`src/rtl/core/htfd_pkg.sv`:
```
// Shared constants, types and functions for the humidity/temperature frame decoder.
package htfd_pkg;

    localparam int TEMP_W = 15;
    localparam int HUM_W  = 14;
    localparam int RAW_W  = 16;
    localparam int CFG_INDEX_W = 2;
    localparam int CFG_DATA_W  = 15;

    localparam logic [7:0] CRC_POLY = 8'h31;
    localparam logic [7:0] CRC_INIT = 8'hFF;

    localparam logic [2:0] POS_T_MSB = 3'd0;
    localparam logic [2:0] POS_T_LSB = 3'd1;
    localparam logic [2:0] POS_T_CRC = 3'd2;
    localparam logic [2:0] POS_H_MSB = 3'd3;
    localparam logic [2:0] POS_H_LSB = 3'd4;
    localparam logic [2:0] POS_H_CRC = 3'd5;
    localparam logic [2:0] POS_IDLE  = 3'd6;

    localparam logic [CFG_INDEX_W-1:0] CFG_TEMP_MIN = 2'd0;
    localparam logic [CFG_INDEX_W-1:0] CFG_TEMP_MAX = 2'd1;
    localparam logic [CFG_INDEX_W-1:0] CFG_HUM_MAX  = 2'd2;

    localparam logic signed [TEMP_W-1:0] TEMP_MIN_RESET = -15'sd2000;
    localparam logic signed [TEMP_W-1:0] TEMP_MAX_RESET = 15'sd12500;
    localparam logic [HUM_W-1:0]         HUM_MAX_RESET  = 14'd10000;

    localparam logic [14:0] TEMP_SCALE  = 15'd17500;
    localparam logic [13:0] HUM_SCALE   = 14'd10000;
    localparam logic signed [15:0] TEMP_OFFSET = 16'sd4500;

    typedef struct packed {
        logic [RAW_W-1:0] temp_raw;
        logic [RAW_W-1:0] hum_raw;
        logic             temp_ok;
        logic             hum_ok;
    } frame_t;

    typedef struct packed {
        logic signed [TEMP_W-1:0] temp_min;
        logic signed [TEMP_W-1:0] temp_max;
        logic [HUM_W-1:0]         hum_max;
    } limits_t;

    // CRC-8, MSB first, one byte
    function automatic logic [7:0] crc8_byte(input logic [7:0] crc, input logic [7:0] b);
        logic [7:0] c;
        c = crc ^ b;
        for (int i = 0; i < 8; i++)
        begin
            if (c[7])
                c = {c[6:0], 1'b0} ^ CRC_POLY;
            else
                c = {c[6:0], 1'b0};
        end
        return c;
    endfunction

    // floor(p / 65535) via shift-add estimate and one correction
    function automatic logic [15:0] div_65535(input logic [30:0] p);
        logic [31:0] est;
        logic [31:0] rem;
        est = ({1'b0, p} + {17'd0, p[30:16]}) >> 16;
        rem = {1'b0, p} - ((est << 16) - est);
        if (rem >= 32'd65535)
            est = est + 32'd1;
        return est[15:0];
    endfunction

endpackage

```
`src/rtl/core/htfd_if.sv`:
```
// Byte input and result output channel interfaces.
interface htfd_byte_if import htfd_pkg::*; ();
    logic       valid;
    logic       ready;
    logic [7:0] data_byte;
    logic       frame_start;

    modport source (output valid, output data_byte, output frame_start, input ready);
    modport sink   (input valid, input data_byte, input frame_start, output ready);
endinterface

interface htfd_result_if import htfd_pkg::*; ();
    logic                     valid;
    logic                     ready;
    logic                     temp_crc_ok;
    logic                     hum_crc_ok;
    logic                     updated;
    logic signed [TEMP_W-1:0] temperature_centi;
    logic [HUM_W-1:0]         humidity_centi;

    modport source (output valid, output temp_crc_ok, output hum_crc_ok, output updated,
                    output temperature_centi, output humidity_centi, input ready);
    modport sink   (input valid, input temp_crc_ok, input hum_crc_ok, input updated,
                    input temperature_centi, input humidity_centi, output ready);
endinterface

```
`src/rtl/core/htfd_parser.sv`:
```
// Byte position tracking, running CRC and frame register.
module htfd_parser import htfd_pkg::*;
(
    input  logic         clk,
    input  logic         rst_n,
    htfd_byte_if.sink    frame_byte,
    output logic         frame_valid,
    output frame_t       frame,
    input  logic         frame_ready
);

    logic [2:0]       pos_reg, pos_next;
    logic [7:0]       crc_reg, crc_next;
    logic [7:0]       high_reg, high_next;
    logic [RAW_W-1:0] traw_reg, traw_next;
    logic [RAW_W-1:0] hraw_reg, hraw_next;
    logic             tok_reg, tok_next;
    logic             fvalid_reg;
    frame_t           frame_reg;

    logic       accept;
    logic       active;
    logic [2:0] pos_cur;
    logic [7:0] crc_step;
    logic       load_frame;
    logic [7:0] b;

    assign b      = frame_byte.data_byte;
    assign accept = frame_byte.valid && frame_byte.ready;
    assign active = frame_byte.frame_start || (pos_reg >= POS_T_LSB && pos_reg <= POS_H_CRC);
    assign pos_cur = frame_byte.frame_start ? POS_T_MSB : pos_reg;
    assign crc_step = crc8_byte((pos_cur == POS_T_MSB || pos_cur == POS_H_MSB) ? CRC_INIT
                                                                               : crc_reg, b);

    always_comb
    begin
        pos_next   = pos_reg;
        crc_next   = crc_reg;
        high_next  = high_reg;
        traw_next  = traw_reg;
        hraw_next  = hraw_reg;
        tok_next   = tok_reg;
        load_frame = 1'b0;
        if (accept && active)
        begin
            case (pos_cur)
                POS_T_MSB, POS_H_MSB:
                begin
                    crc_next  = crc_step;
                    high_next = b;
                    pos_next  = pos_cur + 3'd1;
                end
                POS_T_LSB:
                begin
                    crc_next  = crc_step;
                    traw_next = {high_reg, b};
                    pos_next  = POS_T_CRC;
                end
                POS_T_CRC:
                begin
                    tok_next = (crc_reg == b);
                    crc_next = CRC_INIT;
                    pos_next = POS_H_MSB;
                end
                POS_H_LSB:
                begin
                    crc_next  = crc_step;
                    hraw_next = {high_reg, b};
                    pos_next  = POS_H_CRC;
                end
                default:
                begin
                    crc_next   = CRC_INIT;
                    pos_next   = POS_IDLE;
                    load_frame = 1'b1;
                end
            endcase
        end
    end

    always_ff @(posedge clk or negedge rst_n)
    begin
        if (!rst_n)
        begin
            pos_reg    <= POS_IDLE;
            crc_reg    <= CRC_INIT;
            high_reg   <= '0;
            traw_reg   <= '0;
            hraw_reg   <= '0;
            tok_reg    <= 1'b0;
            fvalid_reg <= 1'b0;
        end
        else
        begin
            pos_reg  <= pos_next;
            crc_reg  <= crc_next;
            high_reg <= high_next;
            traw_reg <= traw_next;
            hraw_reg <= hraw_next;
            tok_reg  <= tok_next;
            if (load_frame)
                fvalid_reg <= 1'b1;
            else if (frame_ready)
                fvalid_reg <= 1'b0;
        end
    end

    always_ff @(posedge clk)
    begin
        if (load_frame)
        begin
            frame_reg.temp_raw <= traw_reg;
            frame_reg.hum_raw  <= hraw_reg;
            frame_reg.temp_ok  <= tok_reg;
            frame_reg.hum_ok   <= (crc_reg == b);
        end
    end

    assign frame_byte.ready = !fvalid_reg || frame_ready;
    assign frame_valid      = fvalid_reg;
    assign frame            = frame_reg;

endmodule

```
`src/rtl/core/htfd_convert.sv`:
```
// Scaling, limit check, held values and result register.
module htfd_convert import htfd_pkg::*;
(
    input  logic          clk,
    input  logic          rst_n,
    input  logic          frame_valid,
    input  frame_t        frame,
    output logic          frame_ready,
    input  limits_t       limits,
    htfd_result_if.source reading
);

    logic        pvalid_reg;
    logic [30:0] tprod_reg;
    logic [29:0] hprod_reg;
    logic        tok_reg;
    logic        hok_reg;

    logic                     ovalid_reg;
    logic                     otok_reg;
    logic                     ohok_reg;
    logic                     oupd_reg;
    logic signed [TEMP_W-1:0] held_temp_reg;
    logic [HUM_W-1:0]         held_hum_reg;

    logic                     en2, en3;
    logic [15:0]              tq_full, hq_full;
    logic signed [15:0]       temp_calc;
    logic [HUM_W-1:0]         hum_calc;
    logic                     in_limits;
    logic                     upd;

    assign en3 = !ovalid_reg || reading.ready;
    assign en2 = !pvalid_reg || en3;
    assign frame_ready = en2;

    always_ff @(posedge clk or negedge rst_n)
    begin
        if (!rst_n)
            pvalid_reg <= 1'b0;
        else if (en2)
            pvalid_reg <= frame_valid;
    end

    always_ff @(posedge clk)
    begin
        if (en2 && frame_valid)
        begin
            tprod_reg <= {15'd0, frame.temp_raw} * {16'd0, TEMP_SCALE};
            hprod_reg <= {14'd0, frame.hum_raw} * {16'd0, HUM_SCALE};
            tok_reg   <= frame.temp_ok;
            hok_reg   <= frame.hum_ok;
        end
    end

    assign tq_full   = div_65535(tprod_reg);
    assign hq_full   = div_65535({1'b0, hprod_reg});
    assign temp_calc = $signed({1'b0, tq_full[14:0]}) - TEMP_OFFSET;
    assign hum_calc  = hq_full[HUM_W-1:0];
    assign in_limits = (temp_calc >= $signed({limits.temp_min[TEMP_W-1], limits.temp_min}))
                    && (temp_calc <= $signed({limits.temp_max[TEMP_W-1], limits.temp_max}))
                    && (hum_calc <= limits.hum_max);
    assign upd = tok_reg && hok_reg && in_limits;

    always_ff @(posedge clk or negedge rst_n)
    begin
        if (!rst_n)
        begin
            ovalid_reg    <= 1'b0;
            held_temp_reg <= '0;
            held_hum_reg  <= '0;
        end
        else if (en3)
        begin
            ovalid_reg <= pvalid_reg;
            if (pvalid_reg && upd)
            begin
                held_temp_reg <= temp_calc[TEMP_W-1:0];
                held_hum_reg  <= hum_calc;
            end
        end
    end

    always_ff @(posedge clk)
    begin
        if (en3 && pvalid_reg)
        begin
            otok_reg <= tok_reg;
            ohok_reg <= hok_reg;
            oupd_reg <= upd;
        end
    end

    assign reading.valid             = ovalid_reg;
    assign reading.temp_crc_ok       = otok_reg;
    assign reading.hum_crc_ok        = ohok_reg;
    assign reading.updated           = oupd_reg;
    assign reading.temperature_centi = held_temp_reg;
    assign reading.humidity_centi    = held_hum_reg;

endmodule

```
`src/rtl/core/humidity_temp_frame_decoder.sv`:
```
// Humidity/temperature frame decoder: six-byte frame, CRC-8 checks, scaling, limits.
// Takes one byte per cycle unless a stalled result backs up the full pipeline.
// From the sixth byte's transfer the result passes the frame, product and result registers.
// Bytes that cause no result leave only parser state behind.
// Reset: parser idle awaiting frame start, CRC 0xFF, held values zero, limits at defaults.
module humidity_temp_frame_decoder import htfd_pkg::*;
(
    input  logic                   clk,
    input  logic                   rst_n,
    htfd_byte_if.sink              frame_byte,
    htfd_result_if.source          reading,
    input  logic                   cfg_we,
    input  logic [CFG_INDEX_W-1:0] cfg_index,
    input  logic [CFG_DATA_W-1:0]  cfg_data
);

    limits_t limits_reg;
    logic    frame_valid;
    frame_t  frame;
    logic    frame_ready;

    always_ff @(posedge clk or negedge rst_n)
    begin
        if (!rst_n)
        begin
            limits_reg.temp_min <= TEMP_MIN_RESET;
            limits_reg.temp_max <= TEMP_MAX_RESET;
            limits_reg.hum_max  <= HUM_MAX_RESET;
        end
        else if (cfg_we)
        begin
            case (cfg_index)
                CFG_TEMP_MIN: limits_reg.temp_min <= $signed(cfg_data[TEMP_W-1:0]);
                CFG_TEMP_MAX: limits_reg.temp_max <= $signed(cfg_data[TEMP_W-1:0]);
                CFG_HUM_MAX:  limits_reg.hum_max  <= cfg_data[HUM_W-1:0];
                default:      limits_reg <= limits_reg;
            endcase
        end
    end

    htfd_parser u_parser
    (
        .clk         (clk),
        .rst_n       (rst_n),
        .frame_byte  (frame_byte),
        .frame_valid (frame_valid),
        .frame       (frame),
        .frame_ready (frame_ready)
    );

    htfd_convert u_convert
    (
        .clk         (clk),
        .rst_n       (rst_n),
        .frame_valid (frame_valid),
        .frame       (frame),
        .frame_ready (frame_ready),
        .limits      (limits_reg),
        .reading     (reading)
    );

    // an update needs both words to pass their CRC
    a_upd_needs_crc: assert property (@(posedge clk) disable iff (!rst_n)
        reading.valid && reading.updated |-> reading.temp_crc_ok && reading.hum_crc_ok)
        else $error("update without both CRCs good");

    a_upd_in_limits: assert property (@(posedge clk) disable iff (!rst_n)
        reading.valid && reading.updated
        |-> reading.temperature_centi >= limits_reg.temp_min
            && reading.temperature_centi <= limits_reg.temp_max
            && reading.humidity_centi <= limits_reg.hum_max)
        else $error("updated value outside limits");

    // input stalls only when the whole pipeline is full behind a stalled result
    a_stall_cause: assert property (@(posedge clk) disable iff (!rst_n)
        !frame_byte.ready |-> reading.valid && !reading.ready && frame_valid)
        else $error("byte input stalled without downstream backpressure");

    a_hum_range: assert property (@(posedge clk) disable iff (!rst_n)
        reading.valid |-> reading.humidity_centi <= HUM_MAX_RESET)
        else $error("held humidity above full scale");

endmodule

```
`src/flat_wrapper.sv`:
```
// flat-port wrapper written by rule: the top's interface ports become plain ports
module humidity_temp_frame_decoder_flat import htfd_pkg::*;
  (clk, rst_n, cfg_we, cfg_index, cfg_data, frame_byte_valid, frame_byte_data_byte, frame_byte_frame_start, frame_byte_ready, reading_valid, reading_temp_crc_ok, reading_hum_crc_ok, reading_updated, reading_temperature_centi, reading_humidity_centi, reading_ready);
  htfd_byte_if frame_byte_i ();
  htfd_result_if reading_i ();
  input  logic clk;
  input  logic rst_n;
  input  logic cfg_we;
  input  logic [CFG_INDEX_W-1:0] cfg_index;
  input  logic [CFG_DATA_W-1:0] cfg_data;
  input wire logic [$bits(frame_byte_i.valid)-1:0] frame_byte_valid;
  input wire logic [$bits(frame_byte_i.data_byte)-1:0] frame_byte_data_byte;
  input wire logic [$bits(frame_byte_i.frame_start)-1:0] frame_byte_frame_start;
  output wire logic [$bits(frame_byte_i.ready)-1:0] frame_byte_ready;
  output wire logic [$bits(reading_i.valid)-1:0] reading_valid;
  output wire logic [$bits(reading_i.temp_crc_ok)-1:0] reading_temp_crc_ok;
  output wire logic [$bits(reading_i.hum_crc_ok)-1:0] reading_hum_crc_ok;
  output wire logic [$bits(reading_i.updated)-1:0] reading_updated;
  output wire logic [$bits(reading_i.temperature_centi)-1:0] reading_temperature_centi;
  output wire logic [$bits(reading_i.humidity_centi)-1:0] reading_humidity_centi;
  input wire logic [$bits(reading_i.ready)-1:0] reading_ready;
  assign frame_byte_i.valid = frame_byte_valid;
  assign frame_byte_i.data_byte = frame_byte_data_byte;
  assign frame_byte_i.frame_start = frame_byte_frame_start;
  assign frame_byte_ready = frame_byte_i.ready;
  assign reading_valid = reading_i.valid;
  assign reading_temp_crc_ok = reading_i.temp_crc_ok;
  assign reading_hum_crc_ok = reading_i.hum_crc_ok;
  assign reading_updated = reading_i.updated;
  assign reading_temperature_centi = reading_i.temperature_centi;
  assign reading_humidity_centi = reading_i.humidity_centi;
  assign reading_i.ready = reading_ready;
  humidity_temp_frame_decoder u_core (.clk(clk), .rst_n(rst_n), .frame_byte(frame_byte_i), .reading(reading_i), .cfg_we(cfg_we), .cfg_index(cfg_index), .cfg_data(cfg_data));
endmodule
```
`config.mk`:
```
export PLATFORM = sky130hd
export DESIGN_NAME = humidity_temp_frame_decoder_flat
export DESIGN_NICKNAME = d
export VERILOG_FILES = /design/src/rtl/core/htfd_pkg.sv /design/src/rtl/core/htfd_if.sv /design/src/rtl/core/htfd_parser.sv /design/src/rtl/core/htfd_convert.sv /design/src/rtl/core/humidity_temp_frame_decoder.sv /design/src/flat_wrapper.sv
export SDC_FILE = /design/constraint.sdc
export NUM_CORES = 1
export LEC_CHECK = 0
export ABC_AREA = 1
export BUFFER_PORTS_ARGS = -buffer_cell sky130_fd_sc_hd__buf_2
export CORE_MARGIN = 3
export CORE_UTILIZATION = 55
export DETAILED_ROUTE_END_ITERATION = 10
export GPL_TIMING_DRIVEN = 0
export HOLD_SLACK_MARGIN = 0.15
export PLACE_DENSITY = 0.83
export REMOVE_ABC_BUFFERS = 1
export SYNTH_ARGS = -nofsm -noshare
export SYNTH_HDL_FRONTEND = slang
export SYNTH_SLANG_ARGS = --single-unit
```
`constraint.sdc`:
```
create_clock -name clk -period 10 [get_ports clk]
set_clock_uncertainty 0.1 [all_clocks]
set_input_delay 1.5 -clock clk [delete_from_list [all_inputs] [get_ports clk]]
set_output_delay 1.5 -clock clk [all_outputs]
set_load 0.1 [all_outputs]
```
==> metrics, run 1 <==
antenna violations before repair 0; Avg Inst Size Synth 7.83 um^2; Synth Instances 2842; Num CTS Buffers 25; clk root buf clkbuf_16; sequential-to-total area share from yosys stat 0.272; Async SR Flop Fraction 0.577; P&R area growth vs syn 8.15%; Worst Setup Start Kind register; final setup vio count 0; final period utilization 0.911; # DRC 0; Max Cap Viol 0; Critical Path Max Stage Delay 490 ps; RSZ-0062 raised after global routing false; GPL Wtd Cong 1.01; io pins 65; WS Path Type register to register; Initial Util 0.559; status finished clean; max FFs per register 44; input/output buffers 64; Multi-input gate area 13600 um^2; Crit path top cell by count nand2_1; total negative slack 0 ps; Worst Path Required 10400 ps; Die Y 207 um; crit path max fanout 41; r2r startpoint u_core.u_convert.tprod_reg[30]; hold_sp u_core.u_parser.frame[0]; top cell type's share of synthesized area 0.201; DRT iter0 DRCs 1377; global route overflow 0; Yosys reg bits 222; Unique masters post-synth 54; Compound-Gate Fraction of Synth Area 0.0796; Worst-Margin Slew 1030 ps; CTS Buffer Depth 3; core area 39800 um^2; worst-skew pair later-pin latency 560 ps; Arr. time, crit path 9510 ps; DRT antenna net count 0; largest cells by area after synthesis ha_1, edfxtp_1, dfrtp_1; largest area contributor in the synthesized netlist ha_1; Post-synth top cells inv_1, nand2_1, ha_1; nature of the critical path endpoint register; mux cell area share after synthesis 0; dpl ws -822 ps; Post-Syn Area 22300 um^2; htree depth 1; Final Hold Viols 0; nets 3375; row cnt 73; Antenna diodes 0; Post-synth EDFFs 94; full die area 42900 um^2; first-pass GRT wire length 87600 um; Worst-path clk slew 70 ps; die width 207 um; hold_buf cts 0; TritonRoute pass-1 iters 6; Crit-path slowest cell edfxtp_1; DR WL/cell 15.2 um; Hold WS 326 ps; cell with the most instances after synthesis inv_1; Total Wirelength 52400 um; worst relative slew slack 0.309; Clock Sinks 222; sequential standard cell area 6060 um^2; largest family of logic cells by synthesized area adder cells; Critical Path Start u_core.u_convert.tprod_reg[30]; Post-Synth Adder-Cell Area 0.273; Final HPWL DP 42600 um; Global Route Usage Sum 0.243; hold crit path type register to register; vias in the first global route 18700; mean number of vias per cell 5.33; simple logic cell fraction of the synthesized area 0.198; ys flop type dfrtp_1; vias 18400; FILL cells 3410; Final min period 9110 ps; largest net degree at the start of global routing 85; worst setup margin 893 ps; xor/xnor share of the synthesized area 0.0594; Ys Warns 0; fmax 110 MHz; Post-Place Cell Area 23200 um^2; fraction of layout cells with a size suffix above 1 0.0687; Final Instance Area 24100 um^2; CTS tree yes; Final Slew Violations 0
-- cell usage in the layout, fill, tap and decap left out, types with 11 or more instances in the layout --
cell type / count
inv_1: 657
nand2_1: 626
ha_1: 357
nor2_1: 140
o21ai_0: 137
a21oi_1: 118
dfrtp_1: 101
edfxtp_1: 94
nand3_1: 88
fa_1: 80
xor2_1: 78
xnor2_1: 73
buf_2: 63
nand4_1: 49
dfstp_2: 27
clkbuf_16: 26
nand2_2: 23
nor3_1: 22
nor2_2: 12
a31oi_1: 11
o21a_1: 11
-- final timing paths --
path	end	slack [ps]	cells past startpoint
max reg2reg	u_core.u_convert.reading.humidity_centi[11]	890	54
min in group asynchronous	u_core.u_parser.hraw_reg[14]	770	1
min reg2reg	u_core.u_convert.hok_reg	330	0
max	u_core.u_convert.reading.humidity_centi[11]	890	54
min	u_core.u_convert.hok_reg	330	0
max in group asynchronous	u_core.limits_reg[18]	8220	2
-- logic make-up after synthesis --
logic type	count (synthesis)
simple gates	1016
fa+ha+maj	437
buf+inv	693
flops	222
xor+xnor	151
compound gates	323
-- metal layers --
layer | track usage | vias up | part of all wire
met4 | 0.0906 | 0 | 0.041
li1 | - | 9123 | -
met2 | 0.418 | 571 | 0.47
met5 | 0 | - | 0
met3 | 0.0365 | 156 | 0.062
met1 | 0.311 | 8550 | 0.42
-- worst max-delay path: cells and delay by family, from the launching register on --
| kind | cells | cell delay (ps) |
|---|---|---|
| and+or+nand+nor | 37 | 5070 |
| AOI/OAI and AO/OA | 2 | 370 |
| adders and majority gates | 6 | 1760 |
| buffers and inverters | 9 | 1250 |
| DFF | 1 | 490 |
-- what timing repair did --
action / CTS / global route
pin swaps: 0 / 0
cloned: 0 / 0
buffers inserted: 0 / 0
resized for setup: 2 / 5
setup endpoints to repair: 18 / 29
-- cell type report --
| cell class | instances | area share |
|---|---|---|
| Inverter | 665 | 0.104 |
| Sequential cell | 222 | 0.252 |
| Multi-Input combinational cell | 1927 | 0.565 |
| Timing Repair Buffer | 66 | 0.0155 |
| Tap cell | 525 | 0.0273 |
| Clock buffer | 37 | 0.0300 |
| Clock inverter | 9 | 0.00619 |
-- metrics by stage --
stage | utilization | instances
after floorplan | - | 2814
after global placement | 0.580 | 3403
after detailed placement | 0.582 | 3405
after CTS | 0.604 | 3451
after global routing | 0.604 | 3451
final | 0.604 | 3451
Power of run 1 is left out: the tool's default activity adds up to more than one toggle a clock period on the data nets, which glitch-free logic cannot reach.
==> run 2: changes to the inputs <==
- PLACE_DENSITY: 0.83 -> 0.79
- SYNTH_HIERARCHICAL: unset -> 1
==> metrics, run 2 <==
R2R setup slack 660 ps (-230 ps); Antenna diodes 0 (unchanged); cell with the most instances after synthesis nand2_1; fmax 107 MHz (-2.5%); Worst Path Required 10330 ps (-70 ps); sequential-to-total area share from yosys stat 0.268 (-0.00382); nets 3433 (+1.7%); final setup vio count 0 (unchanged); full die area 43500 um^2 (+1.4%); Worst-Margin Slew 963 ps (-71.0 ps); clk root buf clkbuf_16; hold_sp u_core/u_parser/hraw_reg[12]; Avg Inst Size Synth 7.77 um^2 (-0.81%); top cell type's share of synthesized area 0.196 (-0.00448); vias 18800 (+2.3%); Unique masters post-synth 61 (+13%); status finished clean; antenna violations before repair 0 (unchanged); Reg2Reg Depth 56 (+3.7%); io pins 65 (unchanged); Post-synth EDFFs 94 (unchanged); Final Instance Area 24400 um^2 (+1.4%); fraction of layout cells with a size suffix above 1 0.0743 (+0.00560); Final Hold Viols 0 (unchanged); metal2 WL 25700 um (+3.5%); die width 209 um (+0.69%); Initial Util 0.563 (+0.00408); Clock Sinks 222 (unchanged); vias in the first global route 18300 (-2.2%); nature of the critical path endpoint register; hold crit path type register to register; Num CTS Buffers 26 (+4.0%); final period utilization 0.934 (+0.0229); Async SR Flop Fraction 0.577 (unchanged); DRT antenna net count 0 (unchanged); # DRC 0 (unchanged); DR WL/cell 15.4 um (+1.3%); placed insts 3459 (+1.6%); row cnt 73 (unchanged); CTS tree yes; Critical Path Max Stage Delay 500 ps (about the same); Worst Hold Depth 0 (unchanged); htree depth 1 (unchanged); Post-Place Cell Area 23400 um^2 (+0.84%); DRT iter0 DRCs 1450 (+5.3%); Crit-path slowest cell edfxtp_1; Met3 Wirelength 2630 um (-19%); Post-Syn Area 22600 um^2 (+1.4%); TritonRoute pass-1 iters 5 (-1); first-pass GRT wire length 87900 um (+0.27%); FILL cells 3451 (+1.2%); Total Wirelength 54000 um (+3.1%); largest net degree at the start of global routing 86 (+1.2%); Synth Instances 2906 (+2.3%); Post-synth top cells nand2_1, inv_1, ha_1; Ys Warns 6 (+6); max FFs per register 44 (unchanged); Arr. time, crit path 9660 ps (+150 ps); largest area contributor in the synthesized netlist ha_1; mean number of vias per cell 5.36 (+0.51%); hold_buf cts 0 (unchanged); Final min period 9340 ps (+229 ps); commonest cells after routing, fill and taps aside nand2_1, inv_1, ha_1; P&R area growth vs syn 8.14% (about the same); WHS Endpoint u_core/u_parser/frame[14]; Die Y 209 um (+0.69%); input/output buffers 64 (unchanged); GPL Wtd Cong 0.960 (-5.3%); Worst-path clk slew 70 ps (about the same); WS Path Type register to register; R2R Path End u_core/u_convert/reading.humidity_centi[10]; highest metal used met4; Crit path top cell by count nand2_1; Final Non-Filler Cells 3513 (+1.8%); worst relative slew slack 0.356 (+0.0474); Worst Setup Start Kind register; worst-skew pair later-pin latency 560 ps (about the same); r2r startpoint u_core/u_convert/hprod_reg[21]; CTS Buffer Depth 3 (unchanged); ys flop type dfrtp_1; Final HPWL DP 43400 um (+1.8%); most common cell after layout, fill and taps aside nand2_1; core area 40100 um^2 (+0.69%); Final Slew Violations 0 (unchanged); wl on met1 23700 um (+7.1%); Max Cap Viol 0 (unchanged); global route overflow 0 (unchanged); Global Route Usage Sum 0.241 (-0.00194); crit path max fanout 13 (-68%); largest cells by area after synthesis ha_1, edfxtp_1, nand2_1; Yosys reg bits 222 (unchanged)
[run 2: kinds of logic after synthesis]
group                    Yosys count  share of synthesized area
multiplexers                       1                   0.000499
flip-flops                       222                      0.268
adder cells (fa/ha/maj)          434                      0.267
buffers and inverters            685                      0.119
AND/OR/NAND/NOR                 1151                      0.224
XOR/XNOR                         133                     0.0519
AO/OA/AOI/OAI                    280                     0.0692
[run 2: how the worst max path moves through the flow]
stage | startpoint | endpoint | slack [ps]
floorplan | u_core/u_convert/hprod_reg[21] | u_core/u_convert/reading.humidity_centi[0] | 2320
global placement | u_core/u_convert/hprod_reg[21] | u_core/u_convert/reading.temperature_centi[7] | 370
detailed placement | u_core/u_convert/hprod_reg[21] | u_core/u_convert/reading.humidity_centi[8] | 140
CTS | u_core/u_convert/hprod_reg[21] | u_core/u_convert/reading.temperature_centi[4] | 30
global route | u_core/u_convert/hprod_reg[21] | u_core/u_convert/reading.humidity_centi[10] | -70
finish | u_core/u_convert/hprod_reg[21] | u_core/u_convert/reading.humidity_centi[10] | 660
[run 2: area by class of cell]
cell class	count	area, um^2	share of cell area
Clock buffer	33	739	0.0303
Clock inverter	15	158	0.00646
Tap cell	525	657	0.0269
Inverter	646	2430	0.0995
Multi-Input combinational cell	2002	13900	0.571
Sequential cell	222	6060	0.248
Timing Repair Buffer	70	437	0.0179
[run 2: routing by layer]
| layer | vias up | track usage |
|---|---|---|
| li1 | 9376 | - |
| met1 | 8756 | 0.319 |
| met2 | 566 | 0.419 |
| met3 | 128 | 0.0234 |
| met4 | 0 | 0.0760 |
| met5 | - | 0 |
[run 2: what timing repair did]
action,CTS,global route
setup endpoints to repair,2,30
setup buffers,0,3
pin swaps,0,4
gates resized for setup,1,12
gates cloned,0,3
[run 2: stage by stage]
| step | setup slack (ps) | hold WS, ps | TNS, ps | utilization |
|---|---|---|---|---|
| 6_report | 664 | 345 | 0 | 0.609 |
| 5_1_grt | -72.1 | 355 | -661 | 0.609 |
| 4_1_cts | 34.9 | 346 | 0 | 0.605 |
| 3_5_place_dp | 141 | 334 | 0 | 0.583 |
| 2_1_floorplan | 2320 | 300 | 0 | - |
| 3_3_place_gp | 368 | 332 | 0 | 0.581 |
[run 2: worst max-delay path, delay by kind of cell (launching register included)]
family | cells | cell delay, ps
AO/OA/AOI/OAI | 17 | 2910
XOR/XNOR | 1 | 170
adder cells (fa/ha/maj) | 5 | 1520
buffers and inverters | 7 | 710
flip-flops | 1 | 500
AND/OR/NAND/NOR | 26 | 3270
Power of run 2 is left out for the same reason.
